`src/design/srf_pkg.sv`:
```
// Shared types and constants of the session replay filter.
package srf_pkg;

    // Verdict codes
    localparam logic [2:0] VERDICT_ACCEPT  = 3'd0;
    localparam logic [2:0] VERDICT_FRAME   = 3'd1;
    localparam logic [2:0] VERDICT_ID      = 3'd2;
    localparam logic [2:0] VERDICT_ZERO    = 3'd3;
    localparam logic [2:0] VERDICT_CKSUM   = 3'd4;
    localparam logic [2:0] VERDICT_REPLAY  = 3'd5;
    localparam logic [2:0] VERDICT_REVOKED = 3'd6;

    // Frame control word of an accepted packet and the lost-count ceiling
    localparam logic [15:0] FRAME_ACTION = 16'h00D0;
    localparam logic [15:0] LOST_MAX     = 16'hFFFF;

    // Configuration address map
    localparam int          ADDR_W         = 3;
    localparam logic        REG_PAIRING_ID = 1'b0;

    typedef enum logic [1:0] {
        ST_IDLE,
        ST_CHECK,
        ST_SCAN,
        ST_DONE
    } state_t;

    // Probe walking the revoked-session chain
    typedef struct packed {
        logic        valid;
        logic [31:0] session;
        logic        hit;
        logic        empty_found;
    } probe_t;

endpackage

```
`src/design/srf_cell.sv`:
```
// One revoked-session slot with its stage of the probe chain.
module srf_cell #(
    parameter int IDX_W      = 3,
    parameter int CELL_INDEX = 0
) (
    input  logic                 clk,
    input  logic                 rst_n,
    input  srf_pkg::probe_t      probe_in,
    input  logic [IDX_W-1:0]     idx_in,
    input  logic                 wr_en,
    input  logic [IDX_W-1:0]     wr_idx,
    input  logic [31:0]          wr_data,
    output srf_pkg::probe_t      probe_out,
    output logic [IDX_W-1:0]     idx_out
);

    localparam logic [IDX_W-1:0] MY_IDX = IDX_W'(CELL_INDEX);

    logic [31:0]      slot_reg;
    srf_pkg::probe_t  probe_reg;
    srf_pkg::probe_t  probe_next;
    logic [IDX_W-1:0] idx_reg;
    logic [IDX_W-1:0] idx_next;
    logic             slot_empty;

    assign slot_empty = (slot_reg == 32'd0);

    // Fold this slot into the probe: match and lowest empty slot
    always_comb
    begin
        probe_next             = probe_in;
        probe_next.hit         = probe_in.hit | (!slot_empty && (slot_reg == probe_in.session));
        probe_next.empty_found = probe_in.empty_found | slot_empty;
        idx_next               = probe_in.empty_found ? idx_in : MY_IDX;
    end

    // Slot storage, zero marks empty
    always_ff @(posedge clk or negedge rst_n)
    begin
        if (!rst_n)
        begin
            slot_reg <= 32'd0;
        end
        else if (wr_en && (wr_idx == MY_IDX))
        begin
            slot_reg <= wr_data;
        end
    end

    // Probe stage toward the next cell
    always_ff @(posedge clk or negedge rst_n)
    begin
        if (!rst_n)
        begin
            probe_reg <= '0;
            idx_reg   <= '0;
        end
        else
        begin
            probe_reg <= probe_next;
            idx_reg   <= idx_next;
        end
    end

    assign probe_out = probe_reg;
    assign idx_out   = idx_reg;

endmodule

```
`src/design/srf_chain.sv`:
```
// Row of revoked-session cells; a probe moves one cell per cycle.
module srf_chain #(
    parameter int SLOTS = 8,
    parameter int IDX_W = 3
) (
    input  logic             clk,
    input  logic             rst_n,
    input  srf_pkg::probe_t  probe_in,
    input  logic             wr_en,
    input  logic [IDX_W-1:0] wr_idx,
    input  logic [31:0]      wr_data,
    output srf_pkg::probe_t  probe_out,
    output logic [IDX_W-1:0] idx_out
);

    srf_pkg::probe_t  link     [SLOTS+1];
    logic [IDX_W-1:0] link_idx [SLOTS+1];

    assign link[0]     = probe_in;
    assign link_idx[0] = '0;

    // Cell k takes the probe from cell k-1
    for (genvar k = 0; k < SLOTS; k++)
    begin : g_cell
        srf_cell #(
            .IDX_W      (IDX_W),
            .CELL_INDEX (k)
        ) u_cell (
            .clk       (clk),
            .rst_n     (rst_n),
            .probe_in  (link[k]),
            .idx_in    (link_idx[k]),
            .wr_en     (wr_en),
            .wr_idx    (wr_idx),
            .wr_data   (wr_data),
            .probe_out (link[k+1]),
            .idx_out   (link_idx[k+1])
        );
    end

    assign probe_out = link[SLOTS];
    assign idx_out   = link_idx[SLOTS];

endmodule

```
`src/design/session_replay_filter.sv`:
```
// Session replay filter: one transaction at a time. Packets that fail a basic check, open the
// first session or belong to the current session go from the check state to the done state;
// a packet of a different session first walks the revoked-session chain, one cell per cycle.
// The done state loads the result into the output register and raises out_valid, waiting while
// out_ready stalls; the next transaction is taken the cycle after the result is registered.
// Reset (rst_n low, asynchronous) clears session, sequence, pairing ID, pointer and all slots.
module session_replay_filter #(
    parameter int REVOKED_SLOTS = 8
) (
    input  logic                       clk,
    input  logic                       rst_n,
    // packet channel
    input  logic                       in_valid,
    output logic                       in_ready,
    input  logic [15:0]                frame_type,
    input  logic [31:0]                packet_id,
    input  logic [31:0]                packet_session,
    input  logic [31:0]                packet_sequence,
    input  logic                       text_flag,
    input  logic                       check_good,
    // result channel
    output logic                       out_valid,
    input  logic                       out_ready,
    output logic [2:0]                 verdict,
    output logic [15:0]                lost_packets,
    output logic                       session_started,
    output logic                       resync_hop,
    // configuration port
    input  logic                       psel,
    input  logic                       penable,
    input  logic                       pwrite,
    input  logic [srf_pkg::ADDR_W-1:0] paddr,
    input  logic [31:0]                pwdata,
    output logic [31:0]                prdata,
    output logic                       pready
);

    localparam int IDX_W = (REVOKED_SLOTS > 1) ? $clog2(REVOKED_SLOTS) : 1;
    localparam logic [IDX_W-1:0] LAST_IDX = IDX_W'(REVOKED_SLOTS - 1);

    srf_pkg::state_t  state_reg, state_next;

    // latched packet
    logic [15:0]      ftype_reg;
    logic [31:0]      pid_reg;
    logic [31:0]      sess_reg;
    logic [31:0]      seq_reg;
    logic             text_reg;
    logic             good_reg;

    // filter state
    logic [31:0]      pairing_id_reg;
    logic [31:0]      cur_session_reg, cur_session_next;
    logic [31:0]      last_seq_reg, last_seq_next;
    logic [IDX_W-1:0] evict_ptr_reg, evict_ptr_next;

    // pending result
    logic [2:0]       res_verdict_reg, res_verdict_next;
    logic [15:0]      res_lost_reg, res_lost_next;
    logic             res_started_reg, res_started_next;
    logic             res_hop_reg, res_hop_next;

    // output register
    logic             out_valid_reg, out_valid_next;
    logic [2:0]       verdict_reg;
    logic [15:0]      lost_reg;
    logic             started_reg;
    logic             hop_reg;
    logic             out_load;

    // chain interface
    srf_pkg::probe_t  probe_in;
    srf_pkg::probe_t  probe_out;
    logic [IDX_W-1:0] probe_idx;
    logic             wr_en;
    logic [IDX_W-1:0] wr_idx;

    logic             accept;
    logic             cfg_write;
    logic [31:0]      gap;
    logic [15:0]      gap_sat;

    assign accept    = in_valid && in_ready;
    assign in_ready  = (state_reg == srf_pkg::ST_IDLE);
    assign cfg_write = psel && penable && pwrite && pready;
    assign pready    = 1'b1;
    assign prdata    = (paddr[2] == srf_pkg::REG_PAIRING_ID) ? pairing_id_reg : 32'd0;

    // sequence gap minus one, saturated to 16 bits
    assign gap     = seq_reg - last_seq_reg - 32'd1;
    assign gap_sat = (gap[31:16] != 16'd0) ? srf_pkg::LOST_MAX : gap[15:0];

    srf_chain #(
        .SLOTS (REVOKED_SLOTS),
        .IDX_W (IDX_W)
    ) u_chain (
        .clk       (clk),
        .rst_n     (rst_n),
        .probe_in  (probe_in),
        .wr_en     (wr_en),
        .wr_idx    (wr_idx),
        .wr_data   (cur_session_reg),
        .probe_out (probe_out),
        .idx_out   (probe_idx)
    );

    // sequencer: checks, chain scan, result hand-off
    always_comb
    begin
        state_next        = state_reg;
        cur_session_next  = cur_session_reg;
        last_seq_next     = last_seq_reg;
        evict_ptr_next    = evict_ptr_reg;
        res_verdict_next  = res_verdict_reg;
        res_lost_next     = res_lost_reg;
        res_started_next  = res_started_reg;
        res_hop_next      = res_hop_reg;
        probe_in          = '0;
        probe_in.session  = sess_reg;
        wr_en             = 1'b0;
        wr_idx            = evict_ptr_reg;
        out_load          = 1'b0;

        case (state_reg)
            srf_pkg::ST_IDLE:
            begin
                if (accept)
                begin
                    state_next = srf_pkg::ST_CHECK;
                end
            end

            srf_pkg::ST_CHECK:
            begin
                res_verdict_next = srf_pkg::VERDICT_ACCEPT;
                res_lost_next    = 16'd0;
                res_started_next = 1'b0;
                res_hop_next     = 1'b0;
                state_next       = srf_pkg::ST_DONE;
                if (ftype_reg != srf_pkg::FRAME_ACTION)
                begin
                    res_verdict_next = srf_pkg::VERDICT_FRAME;
                end
                else if (pid_reg != pairing_id_reg)
                begin
                    res_verdict_next = srf_pkg::VERDICT_ID;
                end
                else if (sess_reg == 32'd0)
                begin
                    res_verdict_next = srf_pkg::VERDICT_ZERO;
                end
                else if (!good_reg)
                begin
                    res_verdict_next = srf_pkg::VERDICT_CKSUM;
                end
                else if (cur_session_reg == 32'd0)
                begin
                    // first packet adopts its session
                    cur_session_next = sess_reg;
                    last_seq_next    = seq_reg;
                    res_started_next = 1'b1;
                end
                else if (cur_session_reg == sess_reg)
                begin
                    if (seq_reg <= last_seq_reg)
                    begin
                        res_verdict_next = srf_pkg::VERDICT_REPLAY;
                        res_hop_next     = text_reg;
                    end
                    else
                    begin
                        res_lost_next = gap_sat;
                        last_seq_next = seq_reg;
                    end
                end
                else
                begin
                    // different session: look it up in the revoked list
                    probe_in.valid = 1'b1;
                    state_next     = srf_pkg::ST_SCAN;
                end
            end

            srf_pkg::ST_SCAN:
            begin
                if (probe_out.valid)
                begin
                    state_next = srf_pkg::ST_DONE;
                    if (probe_out.hit)
                    begin
                        res_verdict_next = srf_pkg::VERDICT_REVOKED;
                    end
                    else
                    begin
                        // revoke the old session, then adopt the new one
                        wr_en = 1'b1;
                        if (probe_out.empty_found)
                        begin
                            wr_idx = probe_idx;
                        end
                        else
                        begin
                            evict_ptr_next = (evict_ptr_reg == LAST_IDX) ? '0
                                                                        : evict_ptr_reg + 1'b1;
                        end
                        cur_session_next = sess_reg;
                        last_seq_next    = seq_reg;
                        res_started_next = 1'b1;
                    end
                end
            end

            srf_pkg::ST_DONE:
            begin
                if (!out_valid_reg || out_ready)
                begin
                    out_load   = 1'b1;
                    state_next = srf_pkg::ST_IDLE;
                end
            end

            default:
            begin
                state_next = srf_pkg::ST_IDLE;
            end
        endcase
    end

    // output valid tracking
    always_comb
    begin
        out_valid_next = out_valid_reg;
        if (out_load)
        begin
            out_valid_next = 1'b1;
        end
        else if (out_ready)
        begin
            out_valid_next = 1'b0;
        end
    end

    // control and filter state
    always_ff @(posedge clk or negedge rst_n)
    begin
        if (!rst_n)
        begin
            state_reg       <= srf_pkg::ST_IDLE;
            pairing_id_reg  <= 32'd0;
            cur_session_reg <= 32'd0;
            last_seq_reg    <= 32'd0;
            evict_ptr_reg   <= '0;
            out_valid_reg   <= 1'b0;
        end
        else
        begin
            state_reg       <= state_next;
            cur_session_reg <= cur_session_next;
            last_seq_reg    <= last_seq_next;
            evict_ptr_reg   <= evict_ptr_next;
            out_valid_reg   <= out_valid_next;
            if (cfg_write && (paddr[2] == srf_pkg::REG_PAIRING_ID))
            begin
                pairing_id_reg <= pwdata;
            end
        end
    end

    // packet latch, pending result and output payload
    always_ff @(posedge clk)
    begin
        if (accept)
        begin
            ftype_reg <= frame_type;
            pid_reg   <= packet_id;
            sess_reg  <= packet_session;
            seq_reg   <= packet_sequence;
            text_reg  <= text_flag;
            good_reg  <= check_good;
        end
        res_verdict_reg <= res_verdict_next;
        res_lost_reg    <= res_lost_next;
        res_started_reg <= res_started_next;
        res_hop_reg     <= res_hop_next;
        if (out_load)
        begin
            verdict_reg <= res_verdict_reg;
            lost_reg    <= res_lost_reg;
            started_reg <= res_started_reg;
            hop_reg     <= res_hop_reg;
        end
    end

    assign out_valid       = out_valid_reg;
    assign verdict         = verdict_reg;
    assign lost_packets    = lost_reg;
    assign session_started = started_reg;
    assign resync_hop      = hop_reg;

endmodule

```
`config.mk`:
```
export PLATFORM = sky130hd
export DESIGN_NAME = session_replay_filter
export DESIGN_NICKNAME = d
export VERILOG_FILES = /design/src/design/srf_pkg.sv /design/src/design/srf_cell.sv /design/src/design/srf_chain.sv /design/src/design/session_replay_filter.sv
export SDC_FILE = /design/constraint.sdc
export NUM_CORES = 1
export LEC_CHECK = 0
export BUFFER_PORTS_ARGS = -buffer_cell sky130_fd_sc_hd__buf_2
export CAP_MARGIN = 20
export CELL_PAD_IN_SITES_DETAIL_PLACEMENT = 0
export CELL_PAD_IN_SITES_GLOBAL_PLACEMENT = 2
export CORE_AREA = 2 2 285 259
export CTS_CLUSTER_DIAMETER = 150
export DETAILED_ROUTE_END_ITERATION = 7
export DIE_AREA = 0 0 287 261
export HOLD_SLACK_MARGIN = 0.02
export PLACE_DENSITY = 0.88
export SYNTH_ARGS = -nofsm -noshare
export SYNTH_HDL_FRONTEND = slang
export SYNTH_SLANG_ARGS = --single-unit
```
`constraint.sdc`:
```
create_clock -name clk -period 8.8 [get_ports clk]
set_input_delay 0.88 -clock clk [delete_from_list [all_inputs] [get_ports clk]]
set_output_delay 0.88 -clock clk [all_outputs]
set_load 0.005 [all_outputs]
```
# Word-level counts from Yosys, hierarchy flattened
# Index checks and enable logic that the tools add are counted.
# totals
ff_bits,781
output_inout_bits,56
inputBits,156
elab_cells,251
# op_classes
n_mux,74
add_sub_neg,3
n_bitwise,20
reduce_logical,53
n_lt_le_gt_ge,1
n_eq_ne,34
# ops
cell,n
$mux W32,17
$logic_not A32 Y1,10
$eq A32 B32 Y1,9
$pmux W32 S2,2
$mux W3,19
$le A32 B32 Y1,1
$ne A32 B32 Y1,1
$sub A32 B1 Y32 const B,1
$sub A32 B32 Y32,1
$mux W1,28
$logic_and A1 B1 Y1,20
$mux W16,1
$ne A16 B8 Y1 const B,1
$reduce_bool A16 Y1,1
$eq A3 B3 Y1 const B,5
$ne A2 B2 Y1 const B,7
$or A1 B1 Y1,14
$reduce_or A7 Y1,2
$logic_not A1 Y1,9
$reduce_and A3 Y1,3
$reduce_and A9 Y1,1
$mux W2,4
$pmux W2 S4,1
$reduce_and A8 Y1,1
other kinds (15),26

# Depth between registers and ports, before layout
# Gate-level depths: netlist of run 1.
# logic_depth
word_depth,9
mapped_depth,13
ltp_nobuf,12

# By module
# From an unflattened synthesis of run 1, not the netlist that was laid out.
# hier_totals
hier_cells,2255
hier_area_um2,33295.7
# modules_own_cells
module,cells_per_inst,area_each_um2,instances,seq_area_each_um2
session_replay_filter,931,12398.1,1,7236.9
srf_cell at u_chain.g_cell[1].u_cell ...,166,2618.8,3,1751.7
srf_cell at u_chain.g_cell[3].u_cell ...,165,2606.2,3,1751.7
srf_cell at u_chain.g_cell[0].u_cell,165,2615.0,1,1751.7
srf_cell at u_chain.g_cell[7].u_cell,165,2603.7,1,1751.7
srf_chain,1,3.8,1,0.0

# Least setup slack after synthesis of run 1
# No wires, ideal clock.
# synth_path
path_kind,input port to flip-flop
start,in in_valid
end,reg state_reg[0]
path_stages,3
t_required_ns,8.709
setup_slack_ns,4.644
arrival_ns,4.065
n_path_buf,0
setup_ns,0.091
path_cell_list,and2_1 o21ai_0 o22ai_1
# synth_via
elab_chain_cells,3
# synth_lines
item,line,text
"start, declared",session_replay_filter.sv:13,"input logic in_valid,"
$logic_and A1 B1 Y1,session_replay_filter.sv:83,assign accept = in_valid && in_ready;
$ne A2 B1 Y1 (no line),-,
$reduce_and A3 Y1 (no line),-,
"end signal, assigned",session_replay_filter.sv:248,state_reg <= srf_pkg::ST_IDLE;
"end signal, assigned",session_replay_filter.sv:257,state_reg <= state_next;
"end, declared",session_replay_filter.sv:41,"srf_pkg::state_t state_reg, state_next;"
# No other way between the ends.
# A chain may end at the register's enable or synchronous reset.

# Final worst setup path of run 1
# layout_path
start,reg seq_reg[23]
end,"reg res_lost_reg[14], data pin"
# layout_via
elab_chain_cells,4
elab_cells_between_ends,6
cone_classes,2 x add/sub; 1 x order compare; 1 x mux; 2 x reduce/logical
# layout_lines
item,line,text
"start, declared",session_replay_filter.sv:47,logic [31:0] seq_reg;
"start signal, assigned",session_replay_filter.sv:277,seq_reg <= packet_sequence;
$sub A32 B32 Y32,session_replay_filter.sv:90,assign gap = seq_reg - last_seq_reg - 32'd1;
$sub A32 B1 Y32,session_replay_filter.sv:90,
$reduce_bool A16 Y1,session_replay_filter.sv:91,assign gap_sat = (gap[31:16] != 16'd0) ? srf_pkg::LOST_MAX : gap[15:0];
$mux W16,session_replay_filter.sv:91,
"end signal, assigned",session_replay_filter.sv:282,res_lost_reg <= res_lost_next;
"end, declared",session_replay_filter.sv:59,"logic [15:0] res_lost_reg, res_lost_next;"
# Several ways; a longest one is shown, not always the timed one.

==> results of run 1 <==
-- layout by cell type, fill, tap and decap left out, types with 5 or more instances in the layout --
master,count
sky130_fd_sc_hd__dfrtp_1,623
sky130_fd_sc_hd__mux2_2,322
sky130_fd_sc_hd__xor2_1,245
sky130_fd_sc_hd__buf_2,207
sky130_fd_sc_hd__edfxtp_1,156
sky130_fd_sc_hd__nor4_1,143
sky130_fd_sc_hd__nand2_1,109
sky130_fd_sc_hd__xnor2_1,97
sky130_fd_sc_hd__clkbuf_16,83
sky130_fd_sc_hd__nand4_1,66
sky130_fd_sc_hd__nor2_1,54
sky130_fd_sc_hd__buf_4,52
sky130_fd_sc_hd__inv_1,50
sky130_fd_sc_hd__nand3_1,45
sky130_fd_sc_hd__nor3_1,44
sky130_fd_sc_hd__ha_1,39
sky130_fd_sc_hd__o211ai_1,37
sky130_fd_sc_hd__a21oi_1,36
sky130_fd_sc_hd__nor2b_1,35
sky130_fd_sc_hd__a311o_1,32
sky130_fd_sc_hd__o21ai_0,19
sky130_fd_sc_hd__clkbuf_1,19
sky130_fd_sc_hd__a21oi_2,17
sky130_fd_sc_hd__clkinv_2,17
sky130_fd_sc_hd__nand2b_1,16
sky130_fd_sc_hd__and2_1,9
sky130_fd_sc_hd__o21ai_1,9
sky130_fd_sc_hd__a41o_1,8
sky130_fd_sc_hd__o21a_1,7
sky130_fd_sc_hd__a31oi_1,7
sky130_fd_sc_hd__clkbuf_8,7
sky130_fd_sc_hd__bufinv_16,6
sky130_fd_sc_hd__or2_2,5
sky130_fd_sc_hd__and3_1,5
sky130_fd_sc_hd__nand2_2,5
sky130_fd_sc_hd__a21o_1,5
sky130_fd_sc_hd__a211oi_1,5
sky130_fd_sc_hd__mux2i_1,5
sky130_fd_sc_hd__inv_6,5
-- per-layer routing --
layer	part of all wire	vias to the layer above	GRT usage
met4	0.037	4	0.08767
met5	0.00029	-	0
li1	-	9228	-
met3	0.038	154	0.03423
met2	0.46	451	0.3403
met1	0.46	10140	0.3064
-- power by group through the flow --
stage / clock network, W / logic (W) / registers (W)
floorplan: 0 / 0.00107 / 0.00450
global placement: 0 / 0.00185 / 0.00457
detailed placement: 0 / 0.00188 / 0.00459
CTS: 0.00350 / 0.00189 / 0.00452
global route: 0.00364 / 0.00203 / 0.00458
finish: 0.00342 / 0.00188 / 0.00452
-- cell type report --
cell class / instances / area [µm²] / share of cell area
timing repair buffer: 264 / 1516 / 0.04013
multi-input combinational: 1488 / 11930 / 0.3156
tap: 960 / 1201 / 0.03178
clock buffer: 109 / 2245 / 0.05940
clock inverter: 37 / 429.2 / 0.01136
inverter: 50 / 187.7 / 0.004966
antenna: 4 / 10.01 / 0.0002649
sequential: 779 / 20270 / 0.5365
-- critical path, cell delays in order (launching register included) --
cell	delay, ns
sky130_fd_sc_hd__edfxtp_1	0.45
sky130_fd_sc_hd__ha_1	0.53
sky130_fd_sc_hd__nand2_2	0.15
sky130_fd_sc_hd__nor2_1	0.28
sky130_fd_sc_hd__a21oi_1	0.13
sky130_fd_sc_hd__o31ai_1	0.21
sky130_fd_sc_hd__a221oi_1	0.18
sky130_fd_sc_hd__a21oi_1	0.51
sky130_fd_sc_hd__nand3b_1	0.76
sky130_fd_sc_hd__a21oi_1	0.39
-- per-stage QoR --
step           setup WS (ns)  hold slack (ns)  power (W)    util
4_1_cts                4.729           0.2027   0.009916  0.5230
2_1_floorplan          4.644           0.3312   0.005564       -
5_1_grt                4.705           0.2262    0.01025  0.5232
6_report               5.013           0.1944   0.009823  0.5233
3_3_place_gp           4.846           0.3371   0.006427  0.4859
3_5_place_dp           4.746           0.3358   0.006469  0.4859
-- worst paths after layout --
| kind | slack, ns | end |
|---|---|---|
| worst max-delay path | 5.01 | res_lost_reg[14]$_SDFFCE_PP0P_ |
| worst min-delay path | 0.19 | u_chain.g_cell[7].u_cell.slot_reg[5]$_DFFE_PN0P_ |
| worst max register to register | 5.01 | res_lost_reg[14]$_SDFFCE_PP0P_ |
| worst min register to register | 0.34 | u_chain.g_cell[1].u_cell.probe_out[34]$_DFF_PN0_ |
| max in group asynchronous | 6.44 | u_chain.g_cell[0].u_cell.slot_reg[14]$_DFFE_PN0P_ |
| min in group clk | 0.34 | u_chain.g_cell[1].u_cell.probe_out[34]$_DFF_PN0_ |
-- kinds of logic (layout without fill, tap and decap cells) --
family | after synthesis | in the layout | synth area share
AOI/OAI and AO/OA | 219 | 219 | 0.05082
muxes | 329 | 329 | 0.1128
and+or+nand+nor | 557 | 557 | 0.09145
DFF | 779 | 779 | 0.6182
other | 1 | 5 | 0.0001144
adders and majority gates | 40 | 40 | 0.01549
buffers and inverters | 161 | 460 | 0.01976
xor gates and xnor gates | 342 | 342 | 0.09134
==> flow_metrics.py, run 1 <==
metrics = {
    "route": {
        "drt-total-wl_um": 81540,
        "drcViolationCount": 0,
        "detailedRoute.firstIterationViolations": 1318,
        "drt-vias-per-instance": 5.413,
        "wl_per_cell_um": 22.09,
        "antenna_left": 0,
        "overall_via_count_from_detail_route": 19980,
        "drt_first_pass_iters": 5,
    },
    "pwr": {
        "pwr-share-clk": 0.348,
        "max-vdd-ir-drop_mv": 0.2288,
        "power.leakage_nw": 17.09,
        "power.net_switching_w": 0.002963,
        "seqPwrFrac": 0.461,
        "share_comb_of_total_power": 0.192,
        "switching_share": 0.3017,
        "internal-power_w": 0.006860,
        "power_density_nw_per_um2": 259.9,
    },
    "sta": {
        "count_of_endpoints_failing_hold_in_the_final_timing_report": 0,
        "number_of_pins_with_negative_max_slew_slack_in_the_final_report": 0,
        "grt_setup_unrepaired": "no",
        "slew-limit-headroom": 0.2823,
        "slew_at_the_pin_closest_to_its_max_slew_limit_ns": 1.077,
        "min_period_over_period": 0.4304,
        "final.setup.tns_ns": 0,
        "fin_worst_skew_ns": 0.03461,
        "setup_viol_count_final": 0,
        "finalWorstPathRequiredPeriod_ns": 3.787,
        "max_clock_freq_mhz": 264.0,
    },
    "setup_path": {
        "timing.critical_path.from_type": "register",
        "critPathLaunch": "seq_reg[23]$_DFFE_PP_",
        "length_in_cells_of_the_worst_reg_to_reg_path": 9,
        "worst-endpoint-required_ns": 9.24,
        "crit-reg2reg-launch": "seq_reg[23]$_DFFE_PP_",
        "critical_path_arrival_ns": 4.22,
        "path_max_fanout": 16,
        "critPathCaptureType": "register",
        "kind_of_critical_path": "reg -> reg",
    },
    "synthesis": {
        "syn-mean-instance-area_um2": 13.51,
        "netlist_top_cells_count": "623 x sky130_fd_sc_hd__dfrtp_1, 322 x sky130_fd_sc_hd__mux2_2, 245 x sky130_fd_sc_hd__xor2_1",
        "ys_seq_elements": 779,
        "yosys.area.top_type_share": 0.4754,
        "synthMostInstantiatedCell": "sky130_fd_sc_hd__dfrtp_1",
        "synth_sequential_area_ratio": 0.6182,
        "synth_largest_area_cell": "sky130_fd_sc_hd__dfrtp_1",
        "synthCells": 2428,
        "synth_ff_type": "sky130_fd_sc_hd__dfrtp_1",
        "summed_instance_area_of_the_synthesized_netlist_um2": 32790,
        "synth_top_cells_by_area": "sky130_fd_sc_hd__dfrtp_1 48%, sky130_fd_sc_hd__edfxtp_1 14%, sky130_fd_sc_hd__mux2_2 11%",
        "number_of_enable_flip_flop_cells_after_synthesis": 156,
        "synth_async_sr_flop_share": 0.7997,
        "synth_fp_nets": 2624,
        "synth.lib_cells_used.distinct": 68,
        "ys.warnings.count": 0,
    },
    "placement": {
        "placedCellCount": 3540,
        "gp_congestion": 0.8977,
        "port_buffer_cells": 208,
        "detailedPlacementHpwl_um": 59500,
        "placed_cell_area_um2": 35090,
    },
    "global_route": {
        "grt_antenna_before_repair": 6,
        "first_global_vias": 20710,
        "overflow": 0,
        "maximum_number_of_pins_on_one_net_before_global_route_repair": 202,
        "grt_pass1_wl_um": 123800,
        "gr-usage-all-layers": 0.2177,
    },
    "worst_hold_path": {
        "hold_path_class": "in -> async",
    },
    "floorplan": {
        "dieWidth_um": 287,
        "ios": 212,
        "core_um2": 72210,
        "dieArea_um2": 74910,
        "placementRows": 94,
        "die_height_um": 261,
        "floorplan.initialDensity": 0.4541,
    },
    "cts": {
        "cts_inserted_buffers": 81,
        "clkSlewWorstSetupHoldPaths_ns": 0.06,
        "clock_root_buffer": "sky130_fd_sc_hd__clkbuf_16",
        "ctsHtreeMaxLevel": 3,
        "clock_buffer_depth": 3,
        "cts_tree": "built",
        "cts_hold_buf": 0,
        "clkLatencyLatePin_ns": 0.64,
        "cts.sinks": 779,
        "postCtsSetupRepairBufs": 0,
        "post_cts_resize_count": 0,
    },
    "final_layout": {
        "layout.nets": 2860,
        "drive_gt1_frac": 0.2787,
        "finish.cell_count_without_fillers": 3691,
        "num-fill-cells": 6145,
        "final_area_um2": 37790,
        "largest_register_ff_count": 256,
        "area_growth_syn_to_layout_pct": 15.23,
    },
    "job": {
        "timing.max_cap.violations": 0,
    },
    "run_status": {
        "outcome": "finished, final reports clean",
    },
}
Power figures use the tool's default switching activity.
==> run 2, diff against run 1 <==
--- a/config.mk
+++ b/config.mk
@@ -5,16 +5,17 @@
 export SDC_FILE = /design/constraint.sdc
 export NUM_CORES = 1
 export LEC_CHECK = 0
+export ABC_AREA = 1
 export BUFFER_PORTS_ARGS = -buffer_cell sky130_fd_sc_hd__buf_2
 export CAP_MARGIN = 20
 export CELL_PAD_IN_SITES_DETAIL_PLACEMENT = 0
 export CELL_PAD_IN_SITES_GLOBAL_PLACEMENT = 2
-export CORE_AREA = 2 2 285 259
+export CORE_AREA = 2 2 320 291
 export CTS_CLUSTER_DIAMETER = 150
 export DETAILED_ROUTE_END_ITERATION = 7
-export DIE_AREA = 0 0 287 261
+export DIE_AREA = 0 0 322 293
 export HOLD_SLACK_MARGIN = 0.02
-export PLACE_DENSITY = 0.88
+export PLACE_DENSITY = 0.8
 export SYNTH_ARGS = -nofsm -noshare
 export SYNTH_HDL_FRONTEND = slang
 export SYNTH_SLANG_ARGS = --single-unit
==> constraint.sdc (replaced) <==
create_clock -name clk -period 3.1 [get_ports clk]
set_input_delay 0.31 -clock clk [delete_from_list [all_inputs] [get_ports clk]]
set_output_delay 0.31 -clock clk [all_outputs]
set_load 0.005 [all_outputs]
==> run 2 against run 1 <==
Clock-buffer cell count up 5. Setup slack worse by 4.7 ns. Clock skew down 0.014 ns. Total power rose to 3.0 times the previous value. Clock power rose to 3.0 times the previous value. Sequential power rose to 2.8 times the previous value. Highest routed layer unchanged.
==> flow_metrics.py, run 2 <==
metrics = {
    "pwr": {
        "power.leakage_nw": 18.09,
        "max-vdd-ir-drop_mv": 0.5309,
        "power_density_nw_per_um2": 741.6,
    },
    "setup_path": {
        "timing.critical_path.from_type": "register",
        "kind_of_critical_path": "reg -> reg",
        "critical_path_arrival_ns": 3.20,
        "worst-endpoint-required_ns": 3.49,
        "cpLargestDelayFamily": "simple AND/OR/NAND/NOR gates",
        "cp_slowest_cell": "sky130_fd_sc_hd__ha_1",
        "max_incr_delay_on_cp_ns": 0.45,
        "path_max_fanout": 16,
        "critPathCaptureType": "register",
        "critical_path_buf_inv_count": 3,
        "worst_path_most_repeated_cell": "sky130_fd_sc_hd__nand2_1",
        "crit_path_cell_trace": "ha_1 -> nand2_1 -> nor2_2 -> inv_1 -> nor3_2 -> and2_1 -> nand2_1 -> nand3_1 -> nand2_1 -> nor2_1 -> nand2_1 -> nor2_4 -> buf_12 -> nand3_1 -> nand2_1 -> inv_1",
    },
    "synthesis": {
        "synthMostInstantiatedCell": "sky130_fd_sc_hd__nand2_1",
        "synth_async_sr_flop_share": 0.7997,
        "synth.lib_cells_used.distinct": 49,
        "ys_seq_elements": 779,
        "syn-mean-instance-area_um2": 10.23,
        "synthCells": 3180,
        "netlist_top_cells_count": "721 x sky130_fd_sc_hd__nand2_1, 623 x sky130_fd_sc_hd__dfrtp_1, 317 x sky130_fd_sc_hd__inv_1",
        "number_of_enable_flip_flop_cells_after_synthesis": 156,
        "synth_ff_type": "sky130_fd_sc_hd__dfrtp_1",
        "synth_largest_area_cell": "sky130_fd_sc_hd__dfrtp_1",
        "yosys.area.top_type_share": 0.4791,
        "synth_sequential_area_ratio": 0.6231,
        "synth_fp_nets": 3376,
        "summed_instance_area_of_the_synthesized_netlist_um2": 32540,
        "synth_top_cells_by_area": "sky130_fd_sc_hd__dfrtp_1 48%, sky130_fd_sc_hd__edfxtp_1 14%, sky130_fd_sc_hd__nand2_1 8.3%",
        "ys.warnings.count": 0,
    },
    "global_route": {
        "overflow": 0,
        "gr-usage-all-layers": 0.1687,
        "maximum_number_of_pins_on_one_net_before_global_route_repair": 98,
        "grt_pass1_wl_um": 125700,
        "first_global_vias": 22470,
        "grt_antenna_before_repair": 6,
    },
    "placement": {
        "gp_congestion": 0.8277,
        "detailedPlacementHpwl_um": 57030,
        "placedCellCount": 4542,
        "port_buffer_cells": 208,
    },
    "final_layout": {
        "most_common_cell_after_layout_fill_and_taps_aside": "sky130_fd_sc_hd__nand2_1",
        "num-fill-cells": 8801,
        "area_growth_syn_to_layout_pct": 22.09,
        "drive_gt1_frac": 0.1336,
        "largest_register_ff_count": 256,
        "layout.cells.most_common_list": "716 x sky130_fd_sc_hd__nand2_1, 623 x sky130_fd_sc_hd__dfrtp_1, 316 x sky130_fd_sc_hd__inv_1, 287 x sky130_fd_sc_hd__o21ai_0, 212 x sky130_fd_sc_hd__xnor2_1",
        "layout.nets": 3799,
        "finish.cell_count_without_fillers": 4858,
    },
    "route": {
        "wl_per_cell_um": 16.07,
        "drcViolationCount": 0,
        "drt-total-wl_um": 78050,
        "detailedRoute.firstIterationViolations": 1405,
        "antenna_left": 0,
        "drt_first_pass_iters": 6,
        "drt-vias-per-instance": 4.591,
        "overall_via_count_from_detail_route": 22300,
    },
    "floorplan": {
        "ios": 212,
        "floorplan.initialDensity": 0.3590,
        "die_height_um": 293,
        "dieArea_um2": 94350,
        "dieWidth_um": 322,
        "placementRows": 105,
        "core_um2": 90650,
    },
    "cts": {
        "clkLatencyLatePin_ns": 0.64,
        "cts_inserted_buffers": 85,
        "cts_tree": "built",
        "clock_root_buffer": "sky130_fd_sc_hd__clkbuf_16",
        "cts.sinks": 779,
        "clkSlewWorstSetupHoldPaths_ns": 0.06,
        "post_cts_resize_count": 0,
        "ctsHtreeMaxLevel": 3,
        "clock_buffer_depth": 3,
    },
    "worst_hold_path": {
        "hold_path_class": "in -> async",
    },
    "sta": {
        "number_of_pins_with_negative_max_slew_slack_in_the_final_report": 0,
        "min_period_over_period": 0.9070,
        "final.setup.tns_ns": 0,
        "finalWorstPathRequiredPeriod_ns": 2.812,
        "setup_viol_count_final": 0,
        "fin_worst_skew_ns": 0.02069,
        "slew-limit-headroom": 0.4196,
        "slew_at_the_pin_closest_to_its_max_slew_limit_ns": 0.8706,
        "max_clock_freq_mhz": 355.7,
        "count_of_endpoints_failing_hold_in_the_final_timing_report": 0,
        "grt_setup_unrepaired": "no",
    },
    "run_status": {
        "outcome": "finished, final reports clean",
    },
    "job": {
        "timing.max_cap.violations": 0,
    },
}
==> run 2: logic make-up (layout without fill, tap and decap cells) <==
group / count (synthesis) / after routing / synth area share
XOR/XNOR: 284 / 284 / 0.07644
AO/OA/AOI/OAI: 404 / 404 / 0.06375
other: 1 / 7 / 0.0001152
AND/OR/NAND/NOR: 1255 / 1255 / 0.1706
adder cells (fa/ha/maj): 40 / 40 / 0.01561
flip-flops: 779 / 779 / 0.6231
buffers and inverters: 417 / 912 / 0.05037
==> run 2: final timing paths <==
kind,startpoint,endpoint,slack (ns),cells after the start
setup / recovery,seq_reg[24]$_DFFE_PP_,res_lost_reg[8]$_SDFFCE_PP0P_,0.29,16
hold / removal,rst_n,u_chain.g_cell[7].u_cell.slot_reg[31]$_DFFE_PN0P_,0.32,2
setup reg to reg,seq_reg[24]$_DFFE_PP_,res_lost_reg[8]$_SDFFCE_PP0P_,0.29,16
hold reg to reg,u_chain.g_cell[4].u_cell.probe_out[34]$_DFF_PN0_,u_chain.g_cell[5].u_cell.probe_out[34]$_DFF_PN0_,0.34,0
max in group asynchronous,rst_n,u_chain.g_cell[4].u_cell.slot_reg[6]$_DFFE_PN0P_,1.90,3
min in group clk,u_chain.g_cell[4].u_cell.probe_out[34]$_DFF_PN0_,u_chain.g_cell[5].u_cell.probe_out[34]$_DFF_PN0_,0.34,0
==> run 2: metrics by stage <==
stage / instance area (µm²) / total power [W] / utilization / hold WS, ns / setup WS, ns
2_1_floorplan: 32540 / 0.01696 / - / 0.01441 / 0.2317
3_3_place_gp: 35370 / 0.01951 / 0.3902 / 0.3381 / 0.1934
3_5_place_dp: 35370 / 0.01951 / 0.3902 / 0.3380 / 0.1836
4_1_cts: 39670 / 0.02991 / 0.4377 / 0.3300 / 0.1710
5_1_grt: 39730 / 0.03127 / 0.4382 / 0.3563 / 0.05293
6_report: 39730 / 0.02946 / 0.4383 / 0.3196 / 0.2884
==> run 2: layout make-up <==
type | count | area (µm²) | share of cell area
Inverter | 342 | 1287 | 0.03241
Clock inverter | 45 | 420.4 | 0.01058
Tap cell | 1177 | 1473 | 0.03707
Multi-Input combinational cell | 1984 | 10650 | 0.2680
Sequential cell | 779 | 20270 | 0.5103
Clock buffer | 114 | 2389 | 0.06012
Antenna cell | 6 | 15.01 | 0.0003779
Timing Repair Buffer | 411 | 3223 | 0.08113
==> run 2: worst reg2reg max path: stages (launching register included) <==
cell and delay [ns]:
sky130_fd_sc_hd__edfxtp_1 0.40, sky130_fd_sc_hd__ha_1 0.45, sky130_fd_sc_hd__nand2_1 0.17, sky130_fd_sc_hd__nor2_2 0.15, sky130_fd_sc_hd__inv_1 0.10, sky130_fd_sc_hd__nor3_2 0.22, sky130_fd_sc_hd__and2_1 0.17, sky130_fd_sc_hd__nand2_1 0.11
sky130_fd_sc_hd__nand3_1 0.10, sky130_fd_sc_hd__nand2_1 0.06, sky130_fd_sc_hd__nor2_1 0.08, sky130_fd_sc_hd__nand2_1 0.09, sky130_fd_sc_hd__nor2_4 0.11, sky130_fd_sc_hd__buf_12 0.16, sky130_fd_sc_hd__nand3_1 0.09, sky130_fd_sc_hd__nand2_1 0.07
sky130_fd_sc_hd__inv_1 0.04
==> run 2: timing repair <==
item / in CTS / in global routing
endpoints found under the hold margin: 219 / 0
setup endpoints to repair: 0 / 90
hold buffers: 149 / 0
setup buffers: 0 / 2
==> run 2: where the power goes <==
group          leakage [nW]  total [W]  internal (W)  switching [W]
registers              9.37     0.0127        0.0119       0.000785
clock network          1.40     0.0101       0.00588        0.00418
logic                  7.32    0.00669       0.00222        0.00447
==> run 2: metal layers <==
| metal | wire (µm) | track usage |
|---|---|---|
| met1 | 38760 | 0.2476 |
| met2 | 34010 | 0.2550 |
| met3 | 3341 | 0.02950 |
| met4 | 1925 | 0.04981 |
| met5 | 11 | 0 |
==> run 3, diff against run 2 <==
--- a/config.mk
+++ b/config.mk
@@ -10,12 +10,13 @@
 export CAP_MARGIN = 20
 export CELL_PAD_IN_SITES_DETAIL_PLACEMENT = 0
 export CELL_PAD_IN_SITES_GLOBAL_PLACEMENT = 2
-export CORE_AREA = 2 2 320 291
+export CORE_AREA = 2 2 337 306
 export CTS_CLUSTER_DIAMETER = 150
 export DETAILED_ROUTE_END_ITERATION = 7
-export DIE_AREA = 0 0 322 293
+export DIE_AREA = 0 0 339 308
 export HOLD_SLACK_MARGIN = 0.02
-export PLACE_DENSITY = 0.8
+export PLACE_DENSITY = 0.79
 export SYNTH_ARGS = -nofsm -noshare
 export SYNTH_HDL_FRONTEND = slang
+export SYNTH_HIERARCHICAL = 1
 export SYNTH_SLANG_ARGS = --single-unit
==> run 3 against run 2 <==
Utilization is 1.2 points lower. Clock skew is 0.030 ns higher. Highest routed layer unchanged. Total power is 8.2% higher. Critical endpoint is now res_lost_reg[13]$_SDFFCE_PP0P_. Sequential power is 3% higher. Largest cell class unchanged. Area after synthesis is 8.3% higher. Synthesized cell count is 8.5% higher. Cell area is 8.5% higher. Via count is 4.6% higher. Clock power is 11% higher. Hold slack worse by 0.24 ns. Critical path depth is 1 higher. Clock-buffer cell count is 11 higher.
==> flow_metrics.py, run 3 <==
metrics = {
    "pwr": {
        "power.leakage_nw": 21.16,
        "pwr-share-clk": 0.351,
        "share_comb_of_total_power": 0.237,
        "switching_share": 0.3232,
        "power.net_switching_w": 0.01030,
        "internal-power_w": 0.02157,
        "power.total_w": 0.03187,
        "max-vdd-ir-drop_mv": 0.4310,
        "power_density_nw_per_um2": 739.6,
        "seqPwrFrac": 0.412,
    },
    "placement": {
        "port_buffer_cells": 208,
        "detailedPlacementHpwl_um": 62460,
        "gp_congestion": 0.7849,
    },
    "job": {
        "timing.max_cap.violations": 0,
    },
    "route": {
        "detailedRoute.firstIterationViolations": 1223,
        "wl_per_cell_um": 15.78,
        "drcViolationCount": 0,
        "drt-total-wl_um": 84370,
        "antenna_left": 0,
        "drt_first_pass_iters": 5,
        "drt-vias-per-instance": 4.362,
        "overall_via_count_from_detail_route": 23330,
    },
    "cts": {
        "cts.sinks": 786,
        "clkSlewWorstSetupHoldPaths_ns": 0.06,
        "ctsHtreeMaxLevel": 3,
        "clock_buffer_depth": 3,
        "clkLatencyLatePin_ns": 0.67,
        "cts_tree": "built",
        "clock_root_buffer": "sky130_fd_sc_hd__clkbuf_16",
        "cts_inserted_buffers": 87,
    },
    "setup_path": {
        "kind_of_critical_path": "reg -> reg",
        "timing.critical_path.from_type": "register",
        "critPathCaptureType": "register",
        "critical_path_arrival_ns": 3.20,
        "path_max_fanout": 16,
        "worst-endpoint-required_ns": 3.49,
    },
    "final_layout": {
        "largest_register_ff_count": 256,
        "layout.nets": 4113,
        "area_growth_syn_to_layout_pct": 22.28,
        "drive_gt1_frac": 0.1719,
        "most_common_cell_after_layout_fill_and_taps_aside": "sky130_fd_sc_hd__nand2_1",
        "layout.cells.most_common_list": "874 x sky130_fd_sc_hd__nand2_1, 630 x sky130_fd_sc_hd__dfrtp_1, 402 x sky130_fd_sc_hd__inv_1, 393 x sky130_fd_sc_hd__nor2_1, 225 x sky130_fd_sc_hd__xnor2_1",
        "num-fill-cells": 9743,
    },
    "floorplan": {
        "dieArea_um2": 104400,
        "dieWidth_um": 339,
        "floorplan.initialDensity": 0.3490,
        "die_height_um": 308,
        "ios": 212,
        "core_um2": 101000,
        "placementRows": 111,
    },
    "sta": {
        "setup_viol_count_final": 0,
        "fin_worst_skew_ns": 0.05041,
        "number_of_pins_with_negative_max_slew_slack_in_the_final_report": 0,
        "slew_at_the_pin_closest_to_its_max_slew_limit_ns": 0.6919,
        "count_of_endpoints_failing_hold_in_the_final_timing_report": 0,
        "final.setup.tns_ns": 0,
        "slew-limit-headroom": 0.5345,
        "grt_setup_unrepaired": "no",
        "min_period_over_period": 0.9057,
        "max_clock_freq_mhz": 356.2,
        "finalWorstPathRequiredPeriod_ns": 2.808,
    },
    "synthesis": {
        "synthCells": 3450,
        "summed_instance_area_of_the_synthesized_netlist_um2": 35240,
        "syn-mean-instance-area_um2": 10.21,
        "ys.warnings.count": 6,
    },
    "global_route": {
        "grt_antenna_before_repair": 4,
        "maximum_number_of_pins_on_one_net_before_global_route_repair": 99,
        "first_global_vias": 23360,
        "grt_pass1_wl_um": 133700,
        "gr-usage-all-layers": 0.1632,
        "overflow": 0,
    },
    "run_status": {
        "outcome": "finished, final reports clean",
    },
    "worst_hold_path": {
        "hold_path_class": "in -> reg",
    },
}
run 3: final timing paths:
path	startpoint	endpoint	slack (ns)	cells after the start
worst max-delay path	seq_reg[0]$_DFFE_PP_	res_lost_reg[13]$_SDFFCE_PP0P_	0.29	17
worst min-delay path	in_valid	state_reg[1]$_DFFE_PN0P_	0.08	4
worst max register to register	seq_reg[0]$_DFFE_PP_	res_lost_reg[13]$_SDFFCE_PP0P_	0.29	17
worst min register to register	u_chain/g_cell[3].u_cell/probe_out[34]$_DFF_PN0_	u_chain/g_cell[4].u_cell/probe_out[34]$_DFF_PN0_	0.35	0
max in group asynchronous	rst_n	u_chain/g_cell[6].u_cell/probe_out[33]$_DFF_PN0_	1.97	3
min in group asynchronous	rst_n	last_seq_reg[0]$_DFFE_PN0P_	0.25	2
run 3: what timing repair did:
action,4_1_cts,5_1_grt
gates resized for setup,0,0
hold buffers,148,0
buffers inserted,0,2
endpoints found under the setup margin,0,16
hold endpoints to repair,189,0
run 3: per-stage QoR:
stage,instances,util,area (µm²),hold WS [ns],setup slack (ns)
after floorplan,3456,-,35260,0.01441,0.01502
after global placement,5034,0.3799,38360,0.2968,0.1992
after detailed placement,5034,0.3799,38360,0.2908,0.1731
after CTS,5344,0.4263,43040,0.04140,0.1510
after global routing,5348,0.4267,43090,0.07042,0.04018
final,5348,0.4267,43090,0.07735,0.2923
run 3: power by group through the flow:
stage          clock (W)  sequential (W)  combinational [W]
6_report          0.0112          0.0131            0.00755
5_1_grt           0.0120          0.0133            0.00853
4_1_cts           0.0115          0.0131            0.00764
3_5_place_dp           0          0.0133            0.00745
3_3_place_gp           0          0.0133            0.00743
2_1_floorplan          0          0.0131            0.00452
run 3: worst max-delay path, stage by stage, from the launching register on:
cell and delay (ns):
sky130_fd_sc_hd__edfxtp_1 0.42, sky130_fd_sc_hd__ha_1 0.25, sky130_fd_sc_hd__fa_1 0.47, sky130_fd_sc_hd__nand3_1 0.12, sky130_fd_sc_hd__nand2_1 0.11, sky130_fd_sc_hd__nand3_1 0.09
sky130_fd_sc_hd__nand3b_1 0.16, sky130_fd_sc_hd__nand2_1 0.13, sky130_fd_sc_hd__nand2_1 0.06, sky130_fd_sc_hd__nand2_1 0.05, sky130_fd_sc_hd__nand2_1 0.05, sky130_fd_sc_hd__nor2_1 0.09
sky130_fd_sc_hd__nand2_1 0.09, sky130_fd_sc_hd__nor2_4 0.13, sky130_fd_sc_hd__buf_12 0.15, sky130_fd_sc_hd__nand3_1 0.08, sky130_fd_sc_hd__nand2_1 0.08, sky130_fd_sc_hd__inv_1 0.03
run 3: cell type report:
type                       count  area, µm²  area share
antenna                        2      5.005   0.0001162
sequential                   786      20450      0.4746
multi-input combinational   2182      12700      0.2949
tap                         1356       1697     0.03938
inverter                     424       1595     0.03702
clock buffer                 125       2561     0.05944
clock inverter                37      641.9     0.01490
timing repair buffer         436       3433     0.07968
run 3: metal layers:
layer	up-vias	wire, µm	track usage
li1	11790	-	-
met1	11060	42190	0.2380
met2	379	37640	0.2541
met3	93	3064	0.02416
met4	4	1454	0.04145
met5	-	24	0
